==> src/rtl/mst_pkg.sv <==
`timescale 1ns / 1ps
package mst_pkg;

   localparam int MAX_VERTICES = 16;
   localparam int MAX_EDGES    = 128;
   localparam int VTX_W        = 4;
   localparam int VCNT_W       = 5;
   localparam int EDGE_AW      = $clog2(MAX_EDGES);
   localparam int CNT_W        = $clog2(MAX_EDGES + 1);
   localparam int WGT_W        = 16;
   localparam int COST_W       = 20;

   typedef struct packed {
      logic [VTX_W-1:0]        a;
      logic [VTX_W-1:0]        b;
      logic signed [WGT_W-1:0] w;
   } mst_edge_type;

   typedef enum logic [3:0] {
      ST_IDLE,
      ST_START,
      ST_NEXT,
      ST_SCAN,
      ST_PICK,
      ST_FIND_A,
      ST_FIND_B,
      ST_JOIN,
      ST_FLUSH
   } mst_state_type;

   typedef struct packed {
      logic load_ready;
      logic run_init;
      logic scan_init;
      logic scan_run;
      logic pick;
      logic find_a;
      logic find_b;
      logic join_edge;
      logic flush;
   } mst_cmd_type;

   typedef struct packed {
      logic load_last;
      logic scan_done;
      logic best_found;
      logic best_in_range;
      logic at_root;
      logic same_root;
      logic pend_valid;
      logic out_free;
      logic tree_full;
   } mst_sts_type;

endpackage

==> src/rtl/mst_ifs.sv <==
`timescale 1ns / 1ps
interface mst_req_if;
   logic                valid;
   logic                ready;
   logic [3:0]          row;
   logic [3:0]          col;
   logic signed [15:0]  weight;
   logic                last;
   modport source (output valid, row, col, weight, last, input ready);
   modport sink   (input valid, row, col, weight, last, output ready);
endinterface

interface mst_rsp_if;
   logic                valid;
   logic                ready;
   logic [3:0]          edge_from;
   logic [3:0]          edge_to;
   logic signed [15:0]  edge_weight;
   logic signed [19:0]  total_cost;
   logic                empty_res;
   logic                overflow;
   logic                final_res;
   modport source (output valid, edge_from, edge_to, edge_weight, total_cost,
                   empty_res, overflow, final_res, input ready);
   modport sink   (input valid, edge_from, edge_to, edge_weight, total_cost,
                   empty_res, overflow, final_res, output ready);
endinterface

interface mst_csr_if;
   logic       valid;
   logic       ready;
   logic [4:0] data;
   modport source (output valid, data, input ready);
   modport sink   (input valid, data, output ready);
endinterface

==> src/rtl/mst_ctrl.sv <==
`timescale 1ns / 1ps
module mst_ctrl (
   input  logic                 clock,
   input  logic                 reset,
   input  mst_pkg::mst_sts_type sts,
   output mst_pkg::mst_cmd_type cmd
);
   import mst_pkg::*;

   mst_state_type state_ff, state_in;

   always_ff @(posedge clock) begin
      if (reset) begin
         state_ff <= ST_IDLE;
      end else begin
         state_ff <= state_in;
      end
   end

   always_comb begin
      state_in = state_ff;
      case (state_ff)
         ST_IDLE:   if (sts.load_last) state_in = ST_START;
         ST_START:  state_in = ST_NEXT;
         ST_NEXT:   state_in = sts.tree_full ? ST_FLUSH : ST_SCAN;
         ST_SCAN:   if (sts.scan_done) state_in = ST_PICK;
         ST_PICK: begin
            if (!sts.best_found) state_in = ST_FLUSH;
            else if (!sts.best_in_range) state_in = ST_NEXT;
            else state_in = ST_FIND_A;
         end
         ST_FIND_A: if (sts.at_root) state_in = ST_FIND_B;
         ST_FIND_B: if (sts.at_root) state_in = ST_JOIN;
         ST_JOIN: begin
            if (sts.same_root || sts.out_free || !sts.pend_valid) state_in = ST_NEXT;
         end
         ST_FLUSH:  if (sts.out_free) state_in = ST_IDLE;
         default:   state_in = ST_IDLE;
      endcase
   end

   always_comb begin
      cmd = '0;
      case (state_ff)
         ST_IDLE:   cmd.load_ready = 1'b1;
         ST_START:  cmd.run_init = 1'b1;
         ST_NEXT:   cmd.scan_init = !sts.tree_full;
         ST_SCAN:   cmd.scan_run = 1'b1;
         ST_PICK:   cmd.pick = sts.best_found;
         ST_FIND_A: cmd.find_a = 1'b1;
         ST_FIND_B: cmd.find_b = 1'b1;
         ST_JOIN:   cmd.join_edge = !sts.same_root && (sts.out_free || !sts.pend_valid);
         ST_FLUSH:  cmd.flush = sts.out_free;
         default:   cmd = '0;
      endcase
   end

`ifndef SYNTH
   a_flush_idle: assert property (@(posedge clock) disable iff (reset)
      (state_ff == ST_FLUSH && sts.out_free) |=> (state_ff == ST_IDLE))
      else $error("flush did not return to idle");
   a_pick_scan: assert property (@(posedge clock) disable iff (reset)
      (state_ff == ST_PICK) |-> ($past(state_ff) == ST_SCAN))
      else $error("pick entered without a scan");
   a_join_find: assert property (@(posedge clock) disable iff (reset)
      (state_ff == ST_JOIN && $past(state_ff) != ST_JOIN) |-> ($past(state_ff) == ST_FIND_B))
      else $error("join entered without root search");
`endif
endmodule

==> src/rtl/mst_dp.sv <==
`timescale 1ns / 1ps
module mst_dp (
   input  logic                 clock,
   input  logic                 reset,
   mst_req_if.sink              req_bus,
   mst_rsp_if.source            rsp_bus,
   mst_csr_if.sink              csr_bus,
   input  mst_pkg::mst_cmd_type cmd,
   output mst_pkg::mst_sts_type sts
);
   import mst_pkg::*;

   mst_edge_type mem [MAX_EDGES];

   logic [VCNT_W-1:0]        vcount_ff;
   logic [VCNT_W-1:0]        v_eff;
   logic [CNT_W-1:0]         count_ff, run_count_ff, addr_ff;
   logic                     drop_ff, run_drop_ff;
   mst_edge_type             rd_ff, best_ff;
   logic                     rd_vld_ff;
   logic [EDGE_AW-1:0]       rd_idx_ff, best_idx_ff, prev_idx_ff;
   logic                     found_ff, have_prev_ff;
   logic signed [WGT_W-1:0]  prev_w_ff;
   logic [VTX_W-1:0]         parent_ff [MAX_VERTICES];
   logic [VTX_W-1:0]         cur_ff, rx_ff, par_cur;
   logic [VCNT_W-1:0]        taken_ff;
   logic signed [COST_W-1:0] total_ff, total_in;
   logic signed [COST_W:0]   sum_wide;
   logic                     pend_vld_ff;
   mst_edge_type             pend_ff;
   logic signed [COST_W-1:0] pend_tot_ff;
   logic                     accept, store_ok, is_gt, is_lt;
   logic                     out_vld_ff, out_empty_ff, out_ovf_ff, out_fin_ff;
   mst_edge_type             out_ff;
   logic signed [COST_W-1:0] out_tot_ff;

   always_comb begin
      v_eff = vcount_ff;
      if (vcount_ff == '0) v_eff = VCNT_W'(1);
      if (vcount_ff > VCNT_W'(MAX_VERTICES)) v_eff = VCNT_W'(MAX_VERTICES);
   end

   assign csr_bus.ready = 1'b1;
   assign req_bus.ready = cmd.load_ready;
   assign accept   = req_bus.valid && cmd.load_ready;
   assign store_ok = (req_bus.row < req_bus.col) && ({1'b0, req_bus.col} < v_eff)
                     && (req_bus.weight != '0);

   // ordered key compare: (weight, arrival index)
   assign is_gt = !have_prev_ff || (rd_ff.w > prev_w_ff)
                  || ((rd_ff.w == prev_w_ff) && (rd_idx_ff > prev_idx_ff));
   assign is_lt = !found_ff || (rd_ff.w < best_ff.w)
                  || ((rd_ff.w == best_ff.w) && (rd_idx_ff < best_idx_ff));

   assign par_cur  = parent_ff[cur_ff];
   assign sum_wide = COST_W'(0) + $signed({total_ff[COST_W-1], total_ff})
                     + $signed((COST_W+1)'(best_ff.w));

   always_comb begin
      if (sum_wide > $signed((COST_W+1)'(524287))) total_in = 20'sh7FFFF;
      else if (sum_wide < -$signed((COST_W+1)'(524288))) total_in = 20'sh80000;
      else total_in = sum_wide[COST_W-1:0];
   end

   always_comb begin
      sts.load_last     = accept && req_bus.last;
      sts.scan_done     = (addr_ff >= run_count_ff) && !rd_vld_ff;
      sts.best_found    = found_ff;
      sts.best_in_range = ({1'b0, best_ff.a} < v_eff) && ({1'b0, best_ff.b} < v_eff);
      sts.at_root       = (par_cur == cur_ff);
      sts.same_root     = (rx_ff == cur_ff);
      sts.pend_valid    = pend_vld_ff;
      sts.out_free      = !out_vld_ff || rsp_bus.ready;
      sts.tree_full     = (taken_ff + VCNT_W'(1)) >= v_eff;
   end

   // edge store
   always_ff @(posedge clock) begin
      if (accept && store_ok && (count_ff < CNT_W'(MAX_EDGES))) begin
         mem[count_ff[EDGE_AW-1:0]] <= '{a: req_bus.row, b: req_bus.col, w: req_bus.weight};
      end
      rd_ff <= mem[addr_ff[EDGE_AW-1:0]];
   end

   always_ff @(posedge clock) begin
      if (reset) begin
         vcount_ff   <= VCNT_W'(16);
         count_ff    <= '0;
         drop_ff     <= 1'b0;
         rd_vld_ff   <= 1'b0;
         pend_vld_ff <= 1'b0;
         out_vld_ff  <= 1'b0;
         found_ff    <= 1'b0;
         have_prev_ff <= 1'b0;
         addr_ff     <= '0;
         run_count_ff <= '0;
      end else begin
         if (csr_bus.valid) vcount_ff <= csr_bus.data;
         if (accept && store_ok) begin
            if (count_ff < CNT_W'(MAX_EDGES)) count_ff <= count_ff + CNT_W'(1);
            else drop_ff <= 1'b1;
         end
         if (cmd.run_init) begin
            run_count_ff <= count_ff;
            run_drop_ff  <= drop_ff;
            count_ff     <= '0;
            drop_ff      <= 1'b0;
            taken_ff     <= '0;
            total_ff     <= '0;
            pend_vld_ff  <= 1'b0;
            have_prev_ff <= 1'b0;
            for (int i = 0; i < MAX_VERTICES; i++) parent_ff[i] <= VTX_W'(i);
         end
         if (cmd.scan_init) begin
            addr_ff   <= '0;
            found_ff  <= 1'b0;
            rd_vld_ff <= 1'b0;
         end
         if (cmd.scan_run) begin
            rd_vld_ff <= addr_ff < run_count_ff;
            rd_idx_ff <= addr_ff[EDGE_AW-1:0];
            if (addr_ff < run_count_ff) addr_ff <= addr_ff + CNT_W'(1);
            if (rd_vld_ff && is_gt && is_lt) begin
               found_ff    <= 1'b1;
               best_ff     <= rd_ff;
               best_idx_ff <= rd_idx_ff;
            end
         end
         if (cmd.pick) begin
            have_prev_ff <= 1'b1;
            prev_w_ff    <= best_ff.w;
            prev_idx_ff  <= best_idx_ff;
            cur_ff       <= best_ff.a;
         end
         if (cmd.find_a) begin
            if (par_cur == cur_ff) begin
               rx_ff  <= cur_ff;
               cur_ff <= best_ff.b;
            end else begin
               cur_ff <= par_cur;
            end
         end
         if (cmd.find_b && (par_cur != cur_ff)) cur_ff <= par_cur;
         if (cmd.join_edge) begin
            parent_ff[rx_ff] <= cur_ff;
            taken_ff    <= taken_ff + VCNT_W'(1);
            total_ff    <= total_in;
            pend_vld_ff <= 1'b1;
            pend_ff     <= best_ff;
            pend_tot_ff <= total_in;
         end
         // result register
         if ((cmd.join_edge && pend_vld_ff) || cmd.flush) begin
            out_vld_ff   <= 1'b1;
            out_ovf_ff   <= run_drop_ff;
            out_fin_ff   <= cmd.flush;
            out_empty_ff <= cmd.flush && !pend_vld_ff;
            out_ff       <= pend_vld_ff ? pend_ff : '0;
            out_tot_ff   <= pend_vld_ff ? pend_tot_ff : '0;
            if (cmd.flush) pend_vld_ff <= 1'b0;
         end else if (rsp_bus.ready) begin
            out_vld_ff <= 1'b0;
         end
      end
   end

   assign rsp_bus.valid       = out_vld_ff;
   assign rsp_bus.edge_from   = out_ff.a;
   assign rsp_bus.edge_to     = out_ff.b;
   assign rsp_bus.edge_weight = out_ff.w;
   assign rsp_bus.total_cost  = out_tot_ff;
   assign rsp_bus.empty_res   = out_empty_ff;
   assign rsp_bus.overflow    = out_ovf_ff;
   assign rsp_bus.final_res   = out_fin_ff;

`ifndef SYNTH
   a_count_cap: assert property (@(posedge clock) disable iff (reset)
      count_ff <= CNT_W'(MAX_EDGES))
      else $error("edge count beyond capacity");
   a_join_roots: assert property (@(posedge clock) disable iff (reset)
      cmd.join_edge |-> (rx_ff != cur_ff))
      else $error("join of two vertices with one root");
   a_push_free: assert property (@(posedge clock) disable iff (reset)
      (cmd.join_edge && pend_vld_ff) |-> (!out_vld_ff || rsp_bus.ready))
      else $error("result overwritten while stalled");
   a_empty_zero: assert property (@(posedge clock) disable iff (reset)
      (out_vld_ff && out_empty_ff) |-> (out_tot_ff == '0 && out_fin_ff))
      else $error("empty result carries data");
`endif
endmodule

==> src/rtl/minimum_spanning_tree_kruskal.sv <==
`timescale 1ns / 1ps
// Minimum spanning tree engine (Kruskal, union-find).
// Channels: req_bus takes adjacency-matrix words (row, col, weight, last),
// one word per cycle while the block is loading. Upper-triangle entries with
// nonzero weight and col below the vertex count are stored (up to 128 entries;
// further edges set the overflow flag of the run). rsp_bus returns tree edges
// with the running total cost; final_res marks the last word of a run, and a
// run without tree edges returns one word with empty_res set.
// csr_bus writes vertex_count (always ready); write it only while idle.
// After the word marked last, each candidate edge costs one scan of the edge
// store (one memory read per cycle), an advance and a pick step and, if both
// ends are in range, the root walks in the parent table (one hop per cycle)
// and a join step that waits while a held rsp word blocks its push. Req ready
// stays low from the word marked last until the final rsp word is registered.
// Throughput while loading: one matrix word per cycle.
// Reset: synchronous, active high; vertex_count returns to 16, the edge count
// and overflow flag clear, no result is pending. The store needs no clear.
// Stall: a held rsp word freezes the engine at its next push; nothing drops.
module minimum_spanning_tree_kruskal (
   input  logic      clock,
   input  logic      reset,
   mst_req_if.sink   req_bus,
   mst_rsp_if.source rsp_bus,
   mst_csr_if.sink   csr_bus
);
   import mst_pkg::*;

   mst_cmd_type cmd;
   mst_sts_type sts;

   // sequencer: load, scan for next edge, walk roots, join, emit
   mst_ctrl u_ctrl (
      .clock (clock),
      .reset (reset),
      .sts   (sts),
      .cmd   (cmd)
   );

   // store, parent table, cost and result register
   mst_dp u_dp (
      .clock   (clock),
      .reset   (reset),
      .req_bus (req_bus),
      .rsp_bus (rsp_bus),
      .csr_bus (csr_bus),
      .cmd     (cmd),
      .sts     (sts)
   );

endmodule

==> src/flat_wrapper.sv <==
// flat-port wrapper written by rule: the top's interface ports become plain ports
module minimum_spanning_tree_kruskal_flat import mst_pkg::*;
  (clock, reset, req_bus_valid, req_bus_row, req_bus_col, req_bus_weight, req_bus_last, req_bus_ready, rsp_bus_valid, rsp_bus_edge_from, rsp_bus_edge_to, rsp_bus_edge_weight, rsp_bus_total_cost, rsp_bus_empty_res, rsp_bus_overflow, rsp_bus_final_res, rsp_bus_ready, csr_bus_valid, csr_bus_data, csr_bus_ready);
  mst_req_if req_bus_i ();
  mst_rsp_if rsp_bus_i ();
  mst_csr_if csr_bus_i ();
  input  logic clock;
  input  logic reset;
  input wire logic [$bits(req_bus_i.valid)-1:0] req_bus_valid;
  input wire logic [$bits(req_bus_i.row)-1:0] req_bus_row;
  input wire logic [$bits(req_bus_i.col)-1:0] req_bus_col;
  input wire logic [$bits(req_bus_i.weight)-1:0] req_bus_weight;
  input wire logic [$bits(req_bus_i.last)-1:0] req_bus_last;
  output wire logic [$bits(req_bus_i.ready)-1:0] req_bus_ready;
  output wire logic [$bits(rsp_bus_i.valid)-1:0] rsp_bus_valid;
  output wire logic [$bits(rsp_bus_i.edge_from)-1:0] rsp_bus_edge_from;
  output wire logic [$bits(rsp_bus_i.edge_to)-1:0] rsp_bus_edge_to;
  output wire logic [$bits(rsp_bus_i.edge_weight)-1:0] rsp_bus_edge_weight;
  output wire logic [$bits(rsp_bus_i.total_cost)-1:0] rsp_bus_total_cost;
  output wire logic [$bits(rsp_bus_i.empty_res)-1:0] rsp_bus_empty_res;
  output wire logic [$bits(rsp_bus_i.overflow)-1:0] rsp_bus_overflow;
  output wire logic [$bits(rsp_bus_i.final_res)-1:0] rsp_bus_final_res;
  input wire logic [$bits(rsp_bus_i.ready)-1:0] rsp_bus_ready;
  input wire logic [$bits(csr_bus_i.valid)-1:0] csr_bus_valid;
  input wire logic [$bits(csr_bus_i.data)-1:0] csr_bus_data;
  output wire logic [$bits(csr_bus_i.ready)-1:0] csr_bus_ready;
  assign req_bus_i.valid = req_bus_valid;
  assign req_bus_i.row = req_bus_row;
  assign req_bus_i.col = req_bus_col;
  assign req_bus_i.weight = req_bus_weight;
  assign req_bus_i.last = req_bus_last;
  assign req_bus_ready = req_bus_i.ready;
  assign rsp_bus_valid = rsp_bus_i.valid;
  assign rsp_bus_edge_from = rsp_bus_i.edge_from;
  assign rsp_bus_edge_to = rsp_bus_i.edge_to;
  assign rsp_bus_edge_weight = rsp_bus_i.edge_weight;
  assign rsp_bus_total_cost = rsp_bus_i.total_cost;
  assign rsp_bus_empty_res = rsp_bus_i.empty_res;
  assign rsp_bus_overflow = rsp_bus_i.overflow;
  assign rsp_bus_final_res = rsp_bus_i.final_res;
  assign rsp_bus_i.ready = rsp_bus_ready;
  assign csr_bus_i.valid = csr_bus_valid;
  assign csr_bus_i.data = csr_bus_data;
  assign csr_bus_ready = csr_bus_i.ready;
  minimum_spanning_tree_kruskal u_core (.clock(clock), .reset(reset), .req_bus(req_bus_i), .rsp_bus(rsp_bus_i), .csr_bus(csr_bus_i));
endmodule
==> config.mk <==
export PLATFORM = sky130hd
export DESIGN_NAME = minimum_spanning_tree_kruskal_flat
export DESIGN_NICKNAME = d
export VERILOG_FILES = /design/src/rtl/mst_pkg.sv /design/src/rtl/mst_ifs.sv /design/src/rtl/mst_ctrl.sv /design/src/rtl/mst_dp.sv /design/src/rtl/minimum_spanning_tree_kruskal.sv /design/src/flat_wrapper.sv
export SDC_FILE = /design/constraint.sdc
export NUM_CORES = 2
export LEC_CHECK = 0
export BUFFER_PORTS_ARGS = -buffer_cell sky130_fd_sc_hd__buf_2
export CORE_MARGIN = 2
export CORE_UTILIZATION = 50
export DETAILED_ROUTE_END_ITERATION = 12
export PLACE_DENSITY = 0.68
export SLEW_MARGIN = 10
export SYNTH_ARGS = -nofsm -noshare
export SYNTH_HDL_FRONTEND = slang
export SYNTH_SLANG_ARGS = --single-unit
export TNS_END_PERCENT = 20
==> constraint.sdc <==
create_clock -name clock -period 5.05 [get_ports clock]
set_clock_uncertainty 0.1 [all_clocks]
set_input_delay 0.505 -clock clock [delete_from_list [all_inputs] [get_ports clock]]
set_output_delay 0.505 -clock clock [all_outputs]
set_load 0.02 [all_outputs]
==> impl_results.md <==
* Status: finished clean
* Top delay family on crit path: simple AND/OR/NAND/NOR gates
* FMAX at 0.247 GHz
* CTS root buf: clkbuf_16
* Average cell area after synthesis at 22.9 um^2
* Cells after Synth at 5752
* Core footprint at 262000 um^2
* TritonCTS clock tree: built
* Library cells used by synthesis at 68
* Crit-path max cell delay at 0.90 ns
* Final Instance Count excl. Fillers at 10031
* Remaining DRCs at 0
* Vias in the first global route at 62194
* Num CTS Buffers at 337
* Cell Chain, Critical Path: nor4_1 > o2111ai_1 > a2111oi_4 > and2b_1 > nand3_2 > buf_12 > nor2_4 > buf_12
* Die X at 518 um
* Sink Count at 3389
* Layout cells sized above 1 at 32.7%
* Max-slew violation count at 0
* Worst-path fanout max at 24
* Synth Cell Area at 132000 um^2
* GRT Util Overall at 25.3%
* Minimum clock period at 4.05 ns
* Initial antenna violation count at 47
* PortBufs at 83
* Top cell by count, worst path: buf_12
* DR vias at 63770
* Drt total wl at 341000 um
* Final Cycle Share at 80.2%
* Synth-to-layout area growth at 15.1%
* Dpl cells at 9395
* LEAKAGE at 0.0464 uW
* Critical path class: reg2reg
* Layout Utilization at 57.9%
* Iteration-0 DRC count of the detailed router at 9927
* First-pass GRT wire length at 478000 um
* Clock transition at the registers of the reported paths at 0.07 ns
* Most common cell after layout, fill and taps aside: edfxtp_1
* CP arrival at 4.49 ns
* Main flop type after synthesis: edfxtp_1
* CP Launch Type: flip-flop
* Final Hold Violating Endpoints at 0
* CTS Hold Bufs at 19
* Peak supply drop at 0.292 mV
* Initial Util at 50.3%
* Most frequent cells in the layout: 3322 x edfxtp_1, 1024 x mux4_2, 344 x clkbuf_16, 214 x buf_4, 151 x buf_12
* Vias per cell at 6.36
* Synth async-reset ratio at 0%
* Htree depth at 5
* Worst hold path class: in2reg
* R2R setup slack at 1.0 ns
* Syn_nets at 5881
* Routed wire per std cell at 34.0 um
* Overflow after GRT at 0
* Gpl congestion at 0.876
* Setup TNS at 0 ns
* Post-synth EDFFs at 3322
* Yosys reg bits at 3389
* Final net count at 6367
* Unrepaired setup endpoints after global routing: false
* # Post-CTS Setup Buffers at 0
* HPWL after detailed placement at 213000 um
* # setup viols final at 0
* Max-slew headroom at 15.5%
* Worst Max-Slew Pin Slew at 1.27 ns
* Max Buffers Root-to-Sink at 4
* Crit. End Element: flip-flop
* Data required time at the worst endpoint at 5.49 ns
* CP max-delay cell: nor4_1
* Pin count of the biggest net entering global routing at 129
* Die footprint at 268000 um^2
* Die height at 518 um
* Row cnt at 188
* Power Density at 383 nW/um^2
* Max_cap viols at 0
* CTS resizes at 0
* Post-route ant nets at 0
* Crit path buffers/inverters at 2
* Pre-Repair DR Iteration Count at 6
* Synth warn at 0
* Skew-Pair Late Insertion Delay at 0.88 ns
* Fill cells at 18293
* Seq/Total Area, Yosys at 76.6%
* Io pins at 85
[flip-flops by register name, indices dropped and copies added, names as in the netlist, 5 cells and up, named ones only]
signal / cells
u_core.u_dp.mem: 3072
u_core.u_dp.parent_ff: 64
u_core.u_dp.count_ff: 8
u_core.u_dp.taken_ff: 5
u_core.u_dp.rd_idx_ff: 7
u_core.u_dp.total_ff: 20
u_core.u_dp.rsp_bus.total_cost: 20
u_core.u_dp.vcount_ff: 5
u_core.u_dp.pend_ff: 24
u_core.u_dp.prev_w_ff: 16
u_core.u_dp.rd_ff: 24
u_core.u_dp.addr_ff: 8
u_core.u_dp.pend_tot_ff: 20
u_core.u_dp.prev_idx_ff: 7
u_core.u_dp.rsp_bus.edge_weight: 16
u_core.u_dp.best_ff: 24
u_core.u_dp.best_idx_ff: 7
u_core.u_dp.run_count_ff: 8
[layer usage]
layer,routed length [um],GRT usage [%]
met5,69,0
met3,39600,5.96
met1,132000,37.2
met4,10100,7.06
met2,159000,38.3
[cells in the mapped netlist, drive strengths merged (12+ instances only)]
| master | instances | area share [%] |
|---|---|---|
| buf | 107 | 0.43 |
| a21o | 28 | 0.16 |
| dfxtp | 67 | 1.0 |
| edfxtp | 3322 | 76 |
| nand2b | 13 | 0.062 |
| o21ai | 32 | 0.12 |
| and3 | 29 | 0.14 |
| nor3 | 16 | 0.068 |
| nor2b | 23 | 0.11 |
| nand3 | 39 | 0.15 |
| ha | 93 | 0.88 |
| nor2 | 204 | 0.58 |
| or3 | 14 | 0.066 |
| mux2i | 15 | 0.11 |
| o21a | 12 | 0.068 |
| a21oi | 71 | 0.27 |
| mux2 | 33 | 0.28 |
| or2 | 14 | 0.066 |
| and2 | 53 | 0.25 |
| nand3b | 12 | 0.068 |
| nand4 | 20 | 0.10 |
| clkbuf | 189 | 0.54 |
| xnor2 | 21 | 0.14 |
| inv | 81 | 0.23 |
| mux4 | 1024 | 17 |
| nand2 | 123 | 0.35 |
[cell type report]
type	instances	area [um^2]	area share [%]
clock buffer	411	8920	5.88
clock inverter	193	1900	1.25
inverter	81	304	0.200
multi-input combinational	1986	30000	19.8
sequential	3389	101000	66.6
tap	3515	4400	2.90
antenna	13	32.5	0.0214
timing repair buffer	443	5110	3.37
[final timing paths]
kind,end,start,cells past startpoint
hold reg to reg,u_core.u_dp.rsp_bus.overflow,u_core.u_dp.run_drop_ff,0
setup reg to reg,u_core.u_dp.mem[59][12],u_core.u_ctrl.state_ff[0],8
setup / recovery,u_core.u_dp.mem[59][12],u_core.u_ctrl.state_ff[0],8
hold / removal,u_core.u_dp.mem[55][14],req_bus_weight[14],1
[metrics by stage]
stage / power [uW] / setup WS, ns / area, um^2 / hold slack, ns
3_3_place_gp: 33900 / 0.995 / 141000 / 0.311
6_report: 58100 / 0.997 / 152000 / 0.0365
4_1_cts: 58400 / 1.08 / 152000 / 0.00156
2_1_floorplan: 32800 / 0.151 / 132000 / 0.286
3_5_place_dp: 34000 / 0.980 / 141000 / 0.309
5_1_grt: 59600 / 0.761 / 152000 / 0.0325
[where the power goes]
group / switching, uW / internal, uW
clock: 10500 / 14200
sequential: 202 / 31100
combinational: 1450 / 613
[logic make-up after synthesis]
kind of cell	count (synthesis)	share of synthesized area [%]
buf+inv	377	1.20
mux	1072	17.9
simple gates	582	2.14
compound gates	206	1.03
xor+xnor	31	0.206
other cells	1	0.00284
flops	3389	76.6
fa+ha+maj	94	0.897
Power figures use the tool's default switching activity.
